### config.mk
export PLATFORM = sky130hd
export DESIGN_NAME = mr_array_scan_and_select_core
export DESIGN_NICKNAME = d
export VERILOG_FILES = /design/src/hdl/mrass_pkg.sv /design/src/hdl/mrass_ram.sv /design/src/hdl/mrass_ctrl.sv /design/src/hdl/mrass_dp.sv /design/src/hdl/mr_array_scan_and_select_core.sv
export SDC_FILE = /design/constraint.sdc
export NUM_CORES = 1
export LEC_CHECK = 0
export BUFFER_PORTS_ARGS = -buffer_cell sky130_fd_sc_hd__buf_4
export CAP_MARGIN = 5
export CELL_PAD_IN_SITES_DETAIL_PLACEMENT = 0
export CELL_PAD_IN_SITES_GLOBAL_PLACEMENT = 1
export CORE_MARGIN = 2
export CORE_UTILIZATION = 53
export DETAILED_ROUTE_END_ITERATION = 7
export GPL_ROUTABILITY_DRIVEN = 1
export PLACE_DENSITY_LB_ADDON = 0.12
export SETUP_SLACK_MARGIN = 0.5
export SYNTH_ARGS = -nofsm -noshare
export SYNTH_HDL_FRONTEND = slang
export SYNTH_SLANG_ARGS = --single-unit
export TNS_END_PERCENT = 20
### constraint.sdc
create_clock -name clk -period 6.1 [get_ports clk]
set_input_delay 1.22 -clock clk [delete_from_list [all_inputs] [get_ports clk]]
set_output_delay 1.22 -clock clk [all_outputs]
set_load 0.005 [all_outputs]
### src/hdl/mrass_pkg.sv
package mrass_pkg;

  localparam int NUM_SENSORS = 8;
  localparam int ADC_BITS    = 12;

  localparam int CFG_W  = 12;
  localparam int CIDX_W = 3;
  localparam int SET_W  = 8;
  localparam int CMP_W  = (ADC_BITS > CFG_W) ? ADC_BITS : CFG_W;
  localparam int CS_W   = $clog2(NUM_SENSORS + 1);
  localparam int SEL_W  = $clog2(NUM_SENSORS + 1);
  localparam int CH_W   = $clog2(NUM_SENSORS);
  localparam int AW     = $clog2(NUM_SENSORS);

  typedef enum logic [CIDX_W-1:0] {
    CFG_SETTLE     = 3'd0,
    CFG_LO_MIN     = 3'd1,
    CFG_LO_MAX     = 3'd2,
    CFG_HI_MIN     = 3'd3,
    CFG_HI_MAX     = 3'd4,
    CFG_NEAR_LOW   = 3'd5,
    CFG_NEAR_HIGH  = 3'd6
  } cfg_idx_t;

  typedef enum logic [1:0] {
    PH_SCAN   = 2'd0,
    PH_SELECT = 2'd1,
    PH_LIN    = 2'd2,
    PH_TEMP   = 2'd3
  } phase_t;

  typedef enum logic [1:0] {
    ST_IDLE,
    ST_WALK,
    ST_FINISH
  } ctrl_state_t;

  typedef struct packed {
    logic tick;
    logic walk;
    logic finish;
    logic load;
  } cmd_t;

  typedef struct packed {
    logic in_select;
    logic walk_last;
  } sts_t;

endpackage

### src/hdl/mrass_ram.sv
module mrass_ram #(
  parameter int WIDTH = 12,
  parameter int DEPTH = 8
) (
  input  logic                     clk,
  input  logic                     we,
  input  logic [$clog2(DEPTH)-1:0] waddr,
  input  logic [WIDTH-1:0]         wdata,
  input  logic [$clog2(DEPTH)-1:0] raddr,
  output logic [WIDTH-1:0]         rdata
);

  logic [WIDTH-1:0] mem [DEPTH];

  always_ff @(posedge clk) begin
    if (we) begin
      mem[waddr] <= wdata;
    end
    rdata <= mem[raddr];
  end

endmodule

### src/hdl/mrass_ctrl.sv
module mrass_ctrl (
  input  logic              clk,
  input  logic              rst,
  input  logic              in_valid,
  output logic              in_stall,
  output logic              out_valid,
  input  logic              out_stall,
  input  mrass_pkg::sts_t   sts,
  output mrass_pkg::cmd_t   cmd
);

  mrass_pkg::ctrl_state_t state, state_next;
  logic room;

  always_ff @(posedge clk) begin
    if (rst) begin
      state     <= mrass_pkg::ST_IDLE;
      out_valid <= 1'b0;
    end else begin
      state <= state_next;
      if (cmd.load) begin
        out_valid <= 1'b1;
      end else if (!out_stall) begin
        out_valid <= 1'b0;
      end
    end
  end

  always_comb begin
    room       = !out_valid || !out_stall;
    state_next = state;
    cmd        = '0;
    in_stall   = 1'b1;
    case (state)
      mrass_pkg::ST_IDLE: begin
        in_stall = !room;
        if (in_valid && room) begin
          cmd.tick = 1'b1;
          if (sts.in_select) begin
            state_next = mrass_pkg::ST_WALK;
          end else begin
            cmd.load = 1'b1;
          end
        end
      end
      mrass_pkg::ST_WALK: begin
        cmd.walk = 1'b1;
        if (sts.walk_last) begin
          state_next = mrass_pkg::ST_FINISH;
        end
      end
      mrass_pkg::ST_FINISH: begin
        cmd.finish = 1'b1;
        cmd.load   = 1'b1;
        state_next = mrass_pkg::ST_IDLE;
      end
      default: begin
        state_next = mrass_pkg::ST_IDLE;
      end
    endcase
  end

endmodule

### src/hdl/mrass_dp.sv
module mrass_dp (
  input  logic                              clk,
  input  logic                              rst,
  input  mrass_pkg::cmd_t                   cmd,
  output mrass_pkg::sts_t                   sts,
  input  logic                              cfg_we,
  input  logic [mrass_pkg::CIDX_W-1:0]      cfg_addr,
  input  logic [mrass_pkg::CFG_W-1:0]       cfg_wdata,
  input  logic                              conversion_done,
  input  logic [mrass_pkg::ADC_BITS-1:0]    adc_sample,
  output logic                              mux_enable,
  output logic [mrass_pkg::CH_W-1:0]        mux_channel,
  output logic                              adc_trigger,
  output logic [1:0]                        phase,
  output logic [mrass_pkg::SEL_W-1:0]       selected_sensor,
  output logic                              selection_valid,
  output logic [mrass_pkg::ADC_BITS-1:0]    adc_offset
);

  localparam int N  = mrass_pkg::NUM_SENSORS;
  localparam int AW = mrass_pkg::AW;
  localparam int CW = mrass_pkg::CMP_W;

  // configuration
  logic [mrass_pkg::SET_W-1:0] settle_ticks;
  logic [mrass_pkg::CFG_W-1:0] lo_min, lo_max, hi_min, hi_max, near_low, near_high;

  // scan state
  mrass_pkg::phase_t              phase_reg, phase_reg_next;
  logic [mrass_pkg::CS_W-1:0]     cur, cur_next;
  logic                           started, started_next;
  logic [mrass_pkg::SET_W-1:0]    settle, settle_next;
  logic                           pending, pending_next;
  logic [mrass_pkg::ADC_BITS-1:0] latched, latched_next;
  logic [mrass_pkg::ADC_BITS-1:0] offset, offset_next;
  logic [mrass_pkg::SEL_W-1:0]    chosen, chosen_next;
  logic                           mux_on, mux_on_next;
  logic [mrass_pkg::CH_W-1:0]     mux_sel, mux_sel_next;
  logic                           trigger;
  logic                           ram_we;
  logic [AW-1:0]                  ram_waddr, ram_raddr;
  logic [mrass_pkg::ADC_BITS-1:0] ram_rdata;

  // pair walk
  logic [AW-1:0]                  wcnt;
  logic [mrass_pkg::ADC_BITS-1:0] prev, win_lo, win_hi;
  logic [mrass_pkg::SEL_W-1:0]    win_pair;
  logic [CW-1:0]                  lo_x, hi_x, wlo_x, whi_x;
  logic                           pair_hit, near_lo, near_hi;

  mrass_ram #(
    .WIDTH(mrass_pkg::ADC_BITS),
    .DEPTH(N)
  ) u_readings (
    .clk  (clk),
    .we   (ram_we),
    .waddr(ram_waddr),
    .wdata(latched_next),
    .raddr(ram_raddr),
    .rdata(ram_rdata)
  );

  always_ff @(posedge clk) begin
    if (rst) begin
      settle_ticks <= mrass_pkg::SET_W'(25);
      lo_min       <= mrass_pkg::CFG_W'(150);
      lo_max       <= mrass_pkg::CFG_W'(600);
      hi_min       <= mrass_pkg::CFG_W'(568);
      hi_max       <= mrass_pkg::CFG_W'(950);
      near_low     <= mrass_pkg::CFG_W'(211);
      near_high    <= mrass_pkg::CFG_W'(650);
    end else if (cfg_we) begin
      case (cfg_addr)
        mrass_pkg::CFG_SETTLE:    settle_ticks <= cfg_wdata[mrass_pkg::SET_W-1:0];
        mrass_pkg::CFG_LO_MIN:    lo_min       <= cfg_wdata;
        mrass_pkg::CFG_LO_MAX:    lo_max       <= cfg_wdata;
        mrass_pkg::CFG_HI_MIN:    hi_min       <= cfg_wdata;
        mrass_pkg::CFG_HI_MAX:    hi_max       <= cfg_wdata;
        mrass_pkg::CFG_NEAR_LOW:  near_low     <= cfg_wdata;
        mrass_pkg::CFG_NEAR_HIGH: near_high    <= cfg_wdata;
        default: ;
      endcase
    end
  end

  // one tick of the scan sequencer
  always_comb begin
    phase_reg_next = phase_reg;
    cur_next       = cur;
    started_next   = started;
    settle_next    = settle;
    pending_next   = pending | conversion_done;
    latched_next   = conversion_done ? adc_sample : latched;
    offset_next    = offset;
    mux_on_next    = mux_on;
    mux_sel_next   = mux_sel;
    trigger        = 1'b0;
    ram_we         = 1'b0;
    ram_waddr      = AW'(cur - 1'b1);
    case (phase_reg)
      mrass_pkg::PH_SCAN: begin
        if (cur > mrass_pkg::CS_W'(N)) begin
          cur_next       = mrass_pkg::CS_W'(1);
          started_next   = 1'b0;
          settle_next    = '0;
          mux_sel_next   = '0;
          phase_reg_next = mrass_pkg::PH_SELECT;
        end else if (!started) begin
          if (cur == '0) begin
            mux_on_next = 1'b0;
          end else begin
            mux_sel_next = mrass_pkg::CH_W'(cur - 1'b1);
          end
          started_next = 1'b1;
        end else if (settle < settle_ticks) begin
          settle_next = settle + 1'b1;
        end else begin
          trigger = 1'b1;
          if (pending_next) begin
            pending_next = 1'b0;
            settle_next  = '0;
            started_next = 1'b0;
            if (cur == '0) begin
              offset_next = latched_next;
              mux_on_next = 1'b1;
              cur_next    = mrass_pkg::CS_W'(1);
            end else begin
              ram_we = 1'b1;
              if (cur == mrass_pkg::CS_W'(N)) begin
                cur_next       = mrass_pkg::CS_W'(1);
                phase_reg_next = mrass_pkg::PH_SELECT;
                mux_sel_next   = '0;
              end else begin
                cur_next = cur + 1'b1;
              end
            end
          end
        end
      end
      mrass_pkg::PH_SELECT: phase_reg_next = mrass_pkg::PH_LIN;
      mrass_pkg::PH_LIN:    phase_reg_next = mrass_pkg::PH_TEMP;
      default:              phase_reg_next = mrass_pkg::PH_SCAN;
    endcase
    ram_we = ram_we & cmd.tick;
  end

  always_ff @(posedge clk) begin
    if (rst) begin
      phase_reg <= mrass_pkg::PH_SCAN;
      cur       <= '0;
      started   <= 1'b0;
      settle    <= '0;
      pending   <= 1'b0;
      latched   <= '0;
      offset    <= '0;
      mux_on    <= 1'b1;
      mux_sel   <= '0;
    end else if (cmd.tick) begin
      phase_reg <= phase_reg_next;
      cur       <= cur_next;
      started   <= started_next;
      settle    <= settle_next;
      pending   <= pending_next;
      latched   <= latched_next;
      offset    <= offset_next;
      mux_on    <= mux_on_next;
      mux_sel   <= mux_sel_next;
    end
  end

  // walk the readings one per cycle; rdata holds reading[wcnt]
  assign sts.in_select = (phase_reg == mrass_pkg::PH_SELECT);
  assign sts.walk_last = (wcnt == AW'(N - 1));
  assign ram_raddr = (cmd.walk && !sts.walk_last) ? AW'(wcnt + 1'b1) : '0;

  always_comb begin
    lo_x  = CW'(prev);
    hi_x  = CW'(ram_rdata);
    pair_hit = (lo_x > CW'(lo_min)) && (lo_x < CW'(lo_max)) &&
               (hi_x > CW'(hi_min)) && (hi_x < CW'(hi_max)) && (lo_x < hi_x);
    wlo_x = CW'(win_lo);
    whi_x = CW'(win_hi);
    near_lo = wlo_x > CW'(near_low);
    near_hi = whi_x < CW'(near_high);
    if (win_pair == '0) begin
      chosen_next = '0;
    end else if (near_lo && !near_hi) begin
      chosen_next = win_pair;
    end else begin
      chosen_next = win_pair + 1'b1;
    end
  end

  always_ff @(posedge clk) begin
    if (rst) begin
      wcnt     <= '0;
      win_pair <= '0;
      chosen   <= '0;
    end else begin
      if (cmd.tick) begin
        wcnt     <= '0;
        win_pair <= '0;
      end else if (cmd.walk) begin
        wcnt <= sts.walk_last ? '0 : AW'(wcnt + 1'b1);
        if (wcnt != '0 && pair_hit) begin
          win_pair <= mrass_pkg::SEL_W'(wcnt);
        end
      end
      if (cmd.finish) begin
        chosen <= chosen_next;
      end
    end
  end

  always_ff @(posedge clk) begin
    if (cmd.walk) begin
      prev <= ram_rdata;
      if (wcnt != '0 && pair_hit) begin
        win_lo <= prev;
        win_hi <= ram_rdata;
      end
    end
  end

  // result beat
  always_ff @(posedge clk) begin
    if (cmd.load) begin
      if (cmd.finish) begin
        mux_enable      <= mux_on;
        mux_channel     <= mux_sel;
        adc_trigger     <= 1'b0;
        phase           <= mrass_pkg::PH_SELECT;
        selected_sensor <= chosen_next;
        selection_valid <= 1'b1;
        adc_offset      <= offset;
      end else begin
        mux_enable      <= mux_on_next;
        mux_channel     <= mux_sel_next;
        adc_trigger     <= trigger;
        phase           <= phase_reg;
        selected_sensor <= chosen;
        selection_valid <= 1'b0;
        adc_offset      <= offset_next;
      end
    end
  end

endmodule

### src/hdl/mr_array_scan_and_select_core.sv
// Channel  Direction  Handshake            Payload
// in       input      in_valid / in_stall  conversion_done, adc_sample
// out      output     out_valid / out_stall mux_enable, mux_channel, adc_trigger,
//                                           phase, selected_sensor, selection_valid,
//                                           adc_offset
// cfg      input      cfg_we               cfg_addr, cfg_wdata
//
// Scan, linearize and temperature ticks reach the result register in the cycle
// after accept. A select tick first runs the pair walk, reading one stored
// reading per cycle from the single read port of the readings RAM, then finishes.
// Synchronous active-high reset; the readings RAM is not cleared.
// A new tick is taken only while the controller is idle and the result register
// is empty or being drained.
module mr_array_scan_and_select_core (
  input  logic                              clk,
  input  logic                              rst,
  input  logic                              in_valid,
  output logic                              in_stall,
  input  logic                              conversion_done,
  input  logic [mrass_pkg::ADC_BITS-1:0]    adc_sample,
  output logic                              out_valid,
  input  logic                              out_stall,
  output logic                              mux_enable,
  output logic [mrass_pkg::CH_W-1:0]        mux_channel,
  output logic                              adc_trigger,
  output logic [1:0]                        phase,
  output logic [mrass_pkg::SEL_W-1:0]       selected_sensor,
  output logic                              selection_valid,
  output logic [mrass_pkg::ADC_BITS-1:0]    adc_offset,
  input  logic                              cfg_we,
  input  logic [mrass_pkg::CIDX_W-1:0]      cfg_addr,
  input  logic [mrass_pkg::CFG_W-1:0]       cfg_wdata
);

  mrass_pkg::cmd_t cmd;
  mrass_pkg::sts_t sts;

  mrass_ctrl u_ctrl (
    .clk      (clk),
    .rst      (rst),
    .in_valid (in_valid),
    .in_stall (in_stall),
    .out_valid(out_valid),
    .out_stall(out_stall),
    .sts      (sts),
    .cmd      (cmd)
  );

  mrass_dp u_dp (
    .clk            (clk),
    .rst            (rst),
    .cmd            (cmd),
    .sts            (sts),
    .cfg_we         (cfg_we),
    .cfg_addr       (cfg_addr),
    .cfg_wdata      (cfg_wdata),
    .conversion_done(conversion_done),
    .adc_sample     (adc_sample),
    .mux_enable     (mux_enable),
    .mux_channel    (mux_channel),
    .adc_trigger    (adc_trigger),
    .phase          (phase),
    .selected_sensor(selected_sensor),
    .selection_valid(selection_valid),
    .adc_offset     (adc_offset)
  );

`ifndef ASSERT_OFF
  a_sel_flag: assert property (@(posedge clk) disable iff (rst)
    out_valid |-> (selection_valid == (phase == mrass_pkg::PH_SELECT)))
    else $error("selection_valid does not match phase");

  a_trig_scan: assert property (@(posedge clk) disable iff (rst)
    out_valid && adc_trigger |-> (phase == mrass_pkg::PH_SCAN))
    else $error("trigger outside scan phase");

  a_walk_busy: assert property (@(posedge clk) disable iff (rst)
    cmd.walk || cmd.finish |-> in_stall)
    else $error("tick accepted during pair walk");

  a_walk_end: assert property (@(posedge clk) disable iff (rst)
    cmd.walk && sts.walk_last |=> cmd.finish && cmd.load)
    else $error("pair walk did not finish");
`endif

endmodule
# Word level (Yosys, flattened, before mapping)
# Memories as Yosys holds them, arrays and structs flattened. A register that Yosys moved wholly into a read port is not among the register bits.
# Cells that the tools add are included.
dict set report classes {
  add_sub_neg 5
  order_cmp 9
  eq_ne 22
  muxes 79
  bitwise_logic 4
  n_reduce_logical 38
}
# cell n
set op_table {}
lappend op_table {{two-way mux 12 bit} 8}
lappend op_table {{less-than comparator 12 bit} 4}
lappend op_table {{> comparator 12 bit} 3}
lappend op_table {{two-way mux 4 bit} 9}
lappend op_table {{two-way mux 1 bit} 35}
lappend op_table {{two-way mux 3 bit} 11}
lappend op_table {{two-way mux 8 bit} 4}
lappend op_table {{two-way mux 2 bit} 9}
lappend op_table {{AND reduction 2 bit} 9}
lappend op_table {{equality test 3 bit, second input constant} 4}
lappend op_table {{inequality test 3 x 1 -> 1 bit, second input constant} 3}
lappend op_table {{adder 8 x 1 -> 8 bit, second input constant} 1}
lappend op_table {{logical AND 1 bit} 8}
lappend op_table {{zero test 4 bit} 2}
lappend op_table {{less-than comparator 8 bit} 1}
lappend op_table {{inequality test 2 x 1 -> 1 bit, second input constant} 4}
lappend op_table {{equality test 3 x 2 -> 1 bit, second input constant} 2}
lappend op_table {{inequality test 3 x 2 -> 1 bit, second input constant} 2}
lappend op_table {{case mux 2 bit (3 select lines)} 1}
lappend op_table {{AND reduction 6 bit} 1}
lappend op_table {{nonzero test 3 bit} 2}
lappend op_table {{zero test 1 bit} 5}
lappend op_table {{AND reduction 5 bit} 1}
lappend op_table {{adder 3 x 1 -> 4 bit, second input constant} 1}
lappend op_table {{22 further kinds} 27}
dict set report word_totals {
  register_bits 197
  ramBits 96
  in_bits 33
  output_inout_bits 26
  elab_cells 189
  n_memories 1
}
# memory words width read_ports rd_clocked_by_memory_dff write_ports line
set mem_list {}
lappend mem_list {u_dp.u_readings.mem 8 12 1 1 1 mrass_ram.sv:13} ;# logic [WIDTH-1:0] mem [DEPTH];

# Logic depth before layout (Yosys ltp)
# Gate-level depths: netlist of run 1.
dict set report depth {
  ltp_word 10
  depth_mapped 11
  mapped_depth_nobuf 9
}

# Cells and area by module
# A second synthesis of run 1 with hierarchy kept.
dict set report unflattened {
  cells_unflattened 1236
  area_unflattened_um2 13799.5
}
# mod instances cells_each area_each_um2 seq_area_each_um2
set modules_own_cells {}
lappend modules_own_cells {mrass_dp 1 1053 9655.5 4484.3}
lappend modules_own_cells {mrass_ram 1 164 3987.6 3123.0}
lappend modules_own_cells {mrass_ctrl 1 19 156.4 60.1}

# Worst setup path before layout of run 1
# OpenSTA, ideal clock, no wires.
dict set report synth_path {
  kind {input-to-reg}
  start {input port conversion_done}
  end {memory u_dp.u_readings.mem[3][0] (enable)}
  setup_ns 0.396
  arrival_time_ns 3.431
  slack_ns 2.273
  stages 7
  n_path_buf 1
  path_cell_list {buf_2 > o21ai_1 > or2_2 > o22a_1 > nor4_1 > nand2_1 > nor3_1}
}
dict set report synth_between {
  elab_chain_len 9
}
# item line
set synth_lines {}
lappend synth_lines {{start, declared} mr_array_scan_and_select_core.sv:19} ;# input logic conversion_done,
lappend synth_lines {{bitwise OR 1 bit} mrass_dp.sv:92} ;# pending_next = pending | conversion_done;
lappend synth_lines {{two-way mux 1 bit} mrass_dp.sv:119} ;# if (pending_next) begin
lappend synth_lines {{two-way mux 1 bit} mrass_dp.sv:115} ;# end else if (settle < settle_ticks) begin
lappend synth_lines {{two-way mux 1 bit} mrass_dp.sv:108} ;# end else if (!started) begin
lappend synth_lines {{two-way mux 1 bit} mrass_dp.sv:102} ;# if (cur > mrass_pkg::CS_W'(N)) begin
lappend synth_lines {{two-way mux 1 bit} mrass_dp.sv:100} ;# case (phase_reg)
lappend synth_lines {{bitwise AND 1 bit} mrass_dp.sv:144} ;# ram_we = ram_we & cmd.tick;
lappend synth_lines {{two-way mux 1 bit} mrass_ram.sv:16} ;# if (we) begin
lappend synth_lines {{two-way mux 1 bit (not written as such)} mrass_ram.sv:17} ;# mem[waddr] <= wdata;
lappend synth_lines {{end, declared} mrass_ram.sv:13}
# No other way between the ends.

# Worst setup path after layout of run 1
dict set report layout_path {
  start {input port conversion_done}
  end {memory u_dp.u_readings.mem[1][1] (enable)}
}
# Same word-level chain as after synthesis.

==> metrics.md, run 1 <==
| Metric | Value |
|---|---|
| Result of the run | finished clean |
| FF-to-FF setup slack | 2.66 ns |
| Count of clock tree sinks | 305 |
| Buffers from clock root to sink, at most | 3 |
| P_leak | 5.91 nW |
| Most repeated cell in the gate-level netlist after synthesis | nand2_1 |
| Worst Path Required | 6.23 ns |
| Maximum number of pins on one net before global-route repair | 95 |
| Number of instances resized during post-cts repair | 0 |
| Total power consumption of the routed design | 0.00435 W |
| Root Buffer | clkbuf_16 |
| Clock tree from TritonCTS | built |
| Cells taking the most area after synthesis | edfxtp_1, dfxtp_1, ha_1 |
| Actual slew at the worst max-slew pin | 1.14 ns |
| Initial core utilization | 0.540 |
| Max capacitance violation total | 0 |
| Areal power density over the cells | 283 nW/um^2 |
| Number of port buffers | 58 |
| Clock buffers created by TritonCTS | 34 |
| Syn nets | 1,424 |
| Highest metal layer with signal wires | met4 |
| Vias in the first global route | 9,191 |
| Remaining routing DRC violations | 0 |
| Post-synthesis to final-layout area growth | 13.0% |
| Hold Crit Class | flop to flop |
| Startpoint-to-endpoint class of the critical path | primary input to flop |
| DRT Pass-1 Iters | 5 |
| Distinct cells, synth | 63 |
| Row count | 58 |
| Max Fclk | 273 MHz |
| CTS H-Tree Depth | 2 |
| Int Power | 0.00339 W |
| Layout Nets | 1,475 |
| Unrepaired setup endpoints after global routing | false |
| Count of hold-fix buffers inserted at cts | 0 |
| Global placement routability congestion | 0.844 |
| Area of the core | 25,200 um^2 |
| Final worst path period share | 0.601 |
| Net switching power of the design | 0.000961 W |
| Proportion of power drawn by combinational gates | 0.048 |
| Number of standard cells in the layout, taps in and fillers out | 1,699 |
| Area share of the largest cell type after synthesis | 0.345 |
| Count of yosys warnings during synthesis | 0 |
| Detailed placement HPWL | 22,800 um |
| Cell breakdown of the critical path | buf_4 -> o21ai_1 -> or2_2 -> o22a_1 -> nor4_1 -> nand2_1 -> nor2_1 |
| Total vias in the final route | 9,572 |
| Cell type with the highest aggregate area in the netlist | edfxtp_1 |
| First-pass GRT wire length | 51,100 um |
| Headroom to the max-slew limit | 0.242 |
| Post-CTS Setup Repair Bufs | 0 |
| Hold Vio Cnt, Final | 0 |
| Worst reg2reg path endpoint | u_dp.u_readings.mem[1][1] |
| Cells on worst reg2reg path | 8 |
| Largest driver fanout on the critical path | 15 |
| Capture endpoint of the worst hold path | u_dp.lo_min[5] |
| Met1 WL | 14,800 um |
| Simple-Gate Fraction of Synth Area | 0.129 |
| Sequential share of power | 0.507 |
| Slowest stage cell on the critical path | nor2_1 |
| Register bit count reported by yosys | 305 |
| Routed length on met2 | 15,600 um |
| Largest incremental delay on the critical path | 0.78 ns |
| First DRT Iteration DRCs | 758 |
| Endpoint kind of the worst setup timing path | flop |
| # setup viols final | 0 |
| Power share of the clock group | 0.446 |
| Multiplexer area fraction after synthesis | 0.0245 |
| Antenna diodes | 0 |
| Global Route Usage Sum | 0.250 |
| Mean cell area of the mapped netlist | 10.5 um^2 |
| Kind of start point of the critical path | primary input |
| Width of the chip | 164 um |
| Leading cell types by count after synthesis | nand2_1, edfxtp_1, dfxtp_1 |
| Worst-case clock skew | 0.0194 ns |
| Part of the Yosys area used for sequential elements | 0.564 |
| Arrival time worst endpoint | 3.79 ns |
| Sw Share | 0.221 |
| Worst-Skew Late Latency | 0.52 ns |
| Dominant register cell in the synthesized netlist | edfxtp_1 |
| Number of stages on the worst hold path | 2 |
| Cell count after synthesis | 1,293 |
| Max reg flops | 96 |
| Start point of the worst min-delay path | u_dp.lo_min[5] |
| Largest family of logic cells by synthesized area | compound AO/OA/AOI/OAI gates |
| Antenna violations before repair | 0 |
| Number of synthesized flops with an enable pin | 156 |
| Number of filler cells placed in the layout | 2,113 |
| Clock input transition at the sequential cells of the worst setup and hold paths | 0.05 ns |
| Slew Limit Fails | 0 |
| Detailed-route wire length | 33,100 um |
| Per-cell routed wire length | 19.5 um |
| Share of final-layout standard cells stronger than drive strength 1 | 0.102 |
| Peak supply drop | 0.261 mV |
| Ratio of routed vias to standard cells | 5.63 |
| Worst reg2reg path startpoint | u_dp.settle_ticks[7] |
| Count of nets left with antenna violations after detail routing | 0 |
| Final-layout setup total negative slack | 0 ns |
| Summed instance area of the synthesized netlist | 13,600 um^2 |
| Die outline area | 26,900 um^2 |
| Overall overflow remaining after global route | 0 |
| Io pins | 59 |
| Share of the synthesized netlist area taken by xor and xnor gates | 0.00516 |
| Time the final worst path needs with I/O delays and setup | 3.66 ns |
| Async set-or-reset flop fraction in the synthesized netlist | 0 |
| Chip height | 164 um |
| Complex-gate fraction of the synthesized area | 0.137 |
| Largest register by flop count | u_dp.u_readings.mem |
| Cells after DPL | 1,638 |
| Fraction of the mapped netlist area in adder cells | 0.0903 |
| Met3 routed WL | 1750 um |
-- worst max-delay path by stage --
stage / endpoint / startpoint / slack [ns] / cells after the start
finish: u_dp.u_readings.mem[1][1] / conversion_done / 2.44 / 7
global route: u_dp.u_readings.mem[1][3] / conversion_done / 2.22 / 7
CTS: u_dp.u_readings.mem[1][4] / conversion_done / 2.39 / 7
detailed placement: u_dp.u_readings.mem[1][11] / conversion_done / 1.86 / 7
global placement: u_dp.u_readings.mem[1][4] / conversion_done / 1.87 / 7
floorplan: u_dp.u_readings.mem[3][0] / conversion_done / 2.27 / 7
-- layout make-up --
cell class / count / area [um^2] / share of cell area
inverter: 114 / 428 / 0.0279
clock buffer: 48 / 945 / 0.0615
clock inverter: 13 / 106 / 0.00693
multi-input combinational: 820 / 5280 / 0.344
timing repair buffer: 69 / 518 / 0.0337
sequential: 305 / 7670 / 0.499
tap: 330 / 413 / 0.0269
-- kinds of logic (layout without fill, tap and decap cells) --
group | count (synthesis) | in the layout
and+or+nand+nor | 393 | 393
DFF | 305 | 305
AOI/OAI and AO/OA | 288 | 288
buffers and inverters | 168 | 244
adders and majority gates | 98 | 98
muxes | 33 | 33
xor gates and xnor gates | 8 | 8
-- placed cells by master, fill, tap and decap left out, types with 10 or more instances in the layout --
master,instances
buf_4,69
o221ai_1,12
clkbuf_16,35
ha_1,98
a21oi_1,101
o21ai_0,33
edfxtp_1,156
dfxtp_1,149
a211oi_1,31
clkbuf_1,11
a211o_1,13
nand4_1,21
nand2_1,188
nor2_1,89
nor3_1,11
o211ai_1,34
a31oi_1,10
nand3_1,30
a21o_1,14
mux2i_1,31
o22ai_1,12
inv_1,113
-- metrics by stage --
stage               hold slack, ns  area, um^2  utilization  setup slack (ns)
detailed placement           0.446       14300        0.568              1.86
CTS                          0.454       15400        0.610              2.39
global placement             0.440       14300        0.568              1.87
finish                       0.451       15400        0.610              2.44
global route                 0.472       15400        0.610              2.22
floorplan                    0.432       13600            -              2.27
-- worst max-delay path: cells and delay by family --
kind / cells / cell delay, ns
and+or+nand+nor: 4 / 1.89
buffers and inverters: 1 / 0.24
AOI/OAI and AO/OA: 2 / 0.44
-- power groups by stage --
stage / clock network [W] / registers [W] / logic (W)
floorplan: 0 / 0.00224 / 0.000114
global placement: 0 / 0.00225 / 0.000205
detailed placement: 0 / 0.00225 / 0.000209
CTS: 0.00197 / 0.00220 / 0.000209
global route: 0.00206 / 0.00220 / 0.000229
finish: 0.00194 / 0.00220 / 0.000207
-- routing by layer --
| metal | vias to the layer above | track usage |
|---|---|---|
| li1 | 4713 | - |
| met5 | - | 0 |
| met2 | 250 | 0.414 |
| met4 | 0 | 0.0785 |
| met1 | 4561 | 0.339 |
| met3 | 48 | 0.0404 |
Note: power is estimated with default switching activity, not from simulation.
==> run 2: changes to the inputs <==
Settings changed: CORE_UTILIZATION 53 to 49.
Clock period 6.1 ns to 3.5 ns, I/O delays scaled along.
==> run 2 against run 1 <==
Effect of this change: the run now ends with DRC left; utilization down 3.2 points; global-route usage is 1.7 points lower; clock power increased by 91%; critical path type is now flop to flop; critical endpoint is now u_dp.u_readings.mem[3][8].
==> metrics.md, run 2 (synthesis results as in run 1) <==
| Metric | Value |
|---|---|
| Ratio of routed vias to standard cells | 5.38 (was 5.63) |
| Worst Path Required | 3.71 ns (was 6.23 ns) |
| Largest driver fanout on the critical path | 12 (was 15) |
| Worst-case clock skew | 0.0188 ns (was 0.0194 ns) |
| Root Buffer | clkbuf_16 (unchanged) |
| Most common cell after layout, fill and taps aside | nand2_1 (unchanged) |
| Family of cells with the greatest summed delay on the critical path | simple AND/OR/NAND/NOR gates (unchanged) |
| Max reg flops | 96 (unchanged) |
| Total power consumption of the routed design | 0.00791 W (was 0.00435 W) |
| Arrival time worst endpoint | 3.15 ns (was 3.79 ns) |
| Max capacitance violation total | 0 (unchanged) |
| Buffer and inverter count on the worst path | 2 (was 1) |
| Per-cell routed wire length | 19.0 um (was 19.5 um) |
| Total vias in the final route | 9,455 (was 9,572) |
| Hold Crit Class | primary input to flop (was flop to flop) |
| Peak supply drop | 0.373 mV (was 0.261 mV) |
| Slew Limit Fails | 0 (unchanged) |
| P_leak | 6.05 nW (was 5.91 nW) |
| Clock input transition at the sequential cells of the worst setup and hold paths | 0.06 ns (was 0.05 ns) |
| Areal power density over the cells | 505 nW/um^2 (was 283 nW/um^2) |
| Antenna violations before repair | 0 (unchanged) |
| PnR worst setup slack | 0.560 ns (was 2.44 ns) |
| Vias in the first global route | 9,185 (was 9,191) |
| Maximum number of pins on one net before global-route repair | 57 (was 95) |
| Hold Vio Cnt, Final | 0 (unchanged) |
| Detailed-route wire length | 33,500 um (was 33,100 um) |
| First-pass GRT wire length | 51,500 um (was 51,100 um) |
| Row count | 60 (was 58) |
| Buffers from clock root to sink, at most | 3 (unchanged) |
| Count of nets left with antenna violations after detail routing | 0 (unchanged) |
| Worst-Skew Late Latency | 0.52 ns (about the same) |
| CTS H-Tree Depth | 2 (unchanged) |
| Io pins | 59 (unchanged) |
| Final-layout setup total negative slack | 0 ns (unchanged) |
| Detailed placement HPWL | 23,100 um (was 22,800 um) |
| Overall overflow remaining after global route | 0 (unchanged) |
| Count of clock tree sinks | 305 (unchanged) |
| Share of final-layout standard cells stronger than drive strength 1 | 0.121 (was 0.102) |
| Width of the chip | 171 um (was 164 um) |
| Kind of start point of the critical path | flop (was primary input) |
| Headroom to the max-slew limit | 0.424 (was 0.242) |
| Post-CTS Setup Repair Bufs | 0 (unchanged) |
| Largest register by flop count | u_dp.u_readings.mem (unchanged) |
| Remaining routing DRC violations | 7 (was 0) |
| DRT Pass-1 Iters | 8 (was 5) |
| Final worst path period share | 0.840 |
| Chip height | 171 um (was 164 um) |
| Layout Nets | 1,491 (was 1,475) |
| Clock tree from TritonCTS | built (unchanged) |
| Layout Utilization | 0.578 (was 0.610) |
| Leading cell types in the layout, fill and taps excluded | nand2_1, edfxtp_1, dfxtp_1, inv_1, a21oi_1 (unchanged) |
| Pre-CTS setup slack | 0.250 ns (was 1.86 ns) |
| Largest incremental delay on the critical path | 0.43 ns (was 0.78 ns) |
| Unrepaired setup endpoints after global routing | true (was false) |
| Failing checks | DRC |
| Total placed instance area | 14,500 um^2 (was 14,300 um^2) |
| Count of hold-fix buffers inserted at cts | 0 (unchanged) |
| Endpoint kind of the worst setup timing path | flop (unchanged) |
| Number of port buffers | 58 (unchanged) |
| Antenna diodes | 0 (unchanged) |
| Initial core utilization | 0.501 (was 0.540) |
| Global Route Usage Sum | 0.233 (was 0.250) |
| Slowest stage cell on the critical path | nor4_2 (was nor2_1) |
| Time the final worst path needs with I/O delays and setup | 2.94 ns |
| Clock buffers created by TritonCTS | 34 (unchanged) |
| Area of the core | 27,100 um^2 (was 25,200 um^2) |
| Post-synthesis to final-layout area growth | 15.3% (was 13.0%) |
| Actual slew at the worst max-slew pin | 0.862 ns (was 1.14 ns) |
| Max Fclk | 340 MHz |
| Startpoint-to-endpoint class of the critical path | flop to flop (was primary input to flop) |
| Die outline area | 29,100 um^2 (was 26,900 um^2) |
| Result of the run | complete, but fails checks (was finished clean) |
| # setup viols final | 0 (unchanged) |
| Fin area | 15,700 um^2 (was 15,400 um^2) |
| Cell breakdown of the critical path | inv_1 -> ha_1 -> nand4_1 -> or2_2 -> o22a_1 -> nor4_2 -> nand2_1 -> nor3_2 -> buf_4 (was buf_4 -> o21ai_1 -> or2_2 -> o22a_1 -> nor4_1 -> nand2_1 -> nor2_1) |
| First DRT Iteration DRCs | 554 (was 758) |
| Global placement routability congestion | 0.838 (was 0.844) |
run 2: repair_timing:
item | in CTS | in global routing
cloned | 0 | 2
gates resized for setup | 1 | 1
setup endpoints to repair | 55 | 119
pin swaps | 0 | 1
run 2: metal layers:
layer | vias up | track usage | wire length, um
li1 | 4748 | - | -
met1 | 4472 | 0.308 | 15100
met2 | 188 | 0.397 | 16200
met3 | 47 | 0.0359 | 1290
met4 | 0 | 0.0687 | 821
met5 | - | 0 | 0
run 2: worst reg2reg max path: cells and delay by family (launching register included):
family	cells	cell delay (ns)
AO/OA/AOI/OAI	1	0.26
buffers and inverters	2	0.27
flip-flops	1	0.31
AND/OR/NAND/NOR	5	1.51
adder cells (fa/ha/maj)	1	0.30
run 2: final cells by class:
class / count / area (um^2)
Inverter: 114 / 428
Clock buffer: 41 / 950
Fill cell: 2314 / 11400
Timing Repair Buffer: 83 / 623
Multi-Input combinational cell: 822 / 5300
Clock inverter: 20 / 235
Sequential cell: 305 / 7670
Tap cell: 372 / 465
run 2: final timing paths:
path / start / end / slack, ns / depth (start not counted)
setup reg to reg: u_dp.settle_ticks[7] / u_dp.u_readings.mem[3][8] / 0.56 / 9
hold reg to reg: u_dp.near_high[0] / u_dp.near_high[0] / 0.45 / 2
hold / removal: out_stall / u_ctrl.out_valid / 0.43 / 3
setup / recovery: u_dp.settle_ticks[7] / u_dp.u_readings.mem[3][8] / 0.56 / 9
run 2: through the flow:
stage          std cells  hold slack, ns
2_1_floorplan       1293           0.432
3_3_place_gp        1694           0.440
3_5_place_dp        1694           0.446
4_1_cts             1755           0.416
5_1_grt             1757           0.456
6_report            1757           0.426
run 2: report_power, final:
group          leakage, nW  total (W)  internal (W)  switching (W)
clock                0.574    0.00371       0.00225        0.00146
combinational         2.82   0.000363      0.000119       0.000244
sequential            2.65    0.00384       0.00381      0.0000263
total                 6.05    0.00791       0.00618        0.00173
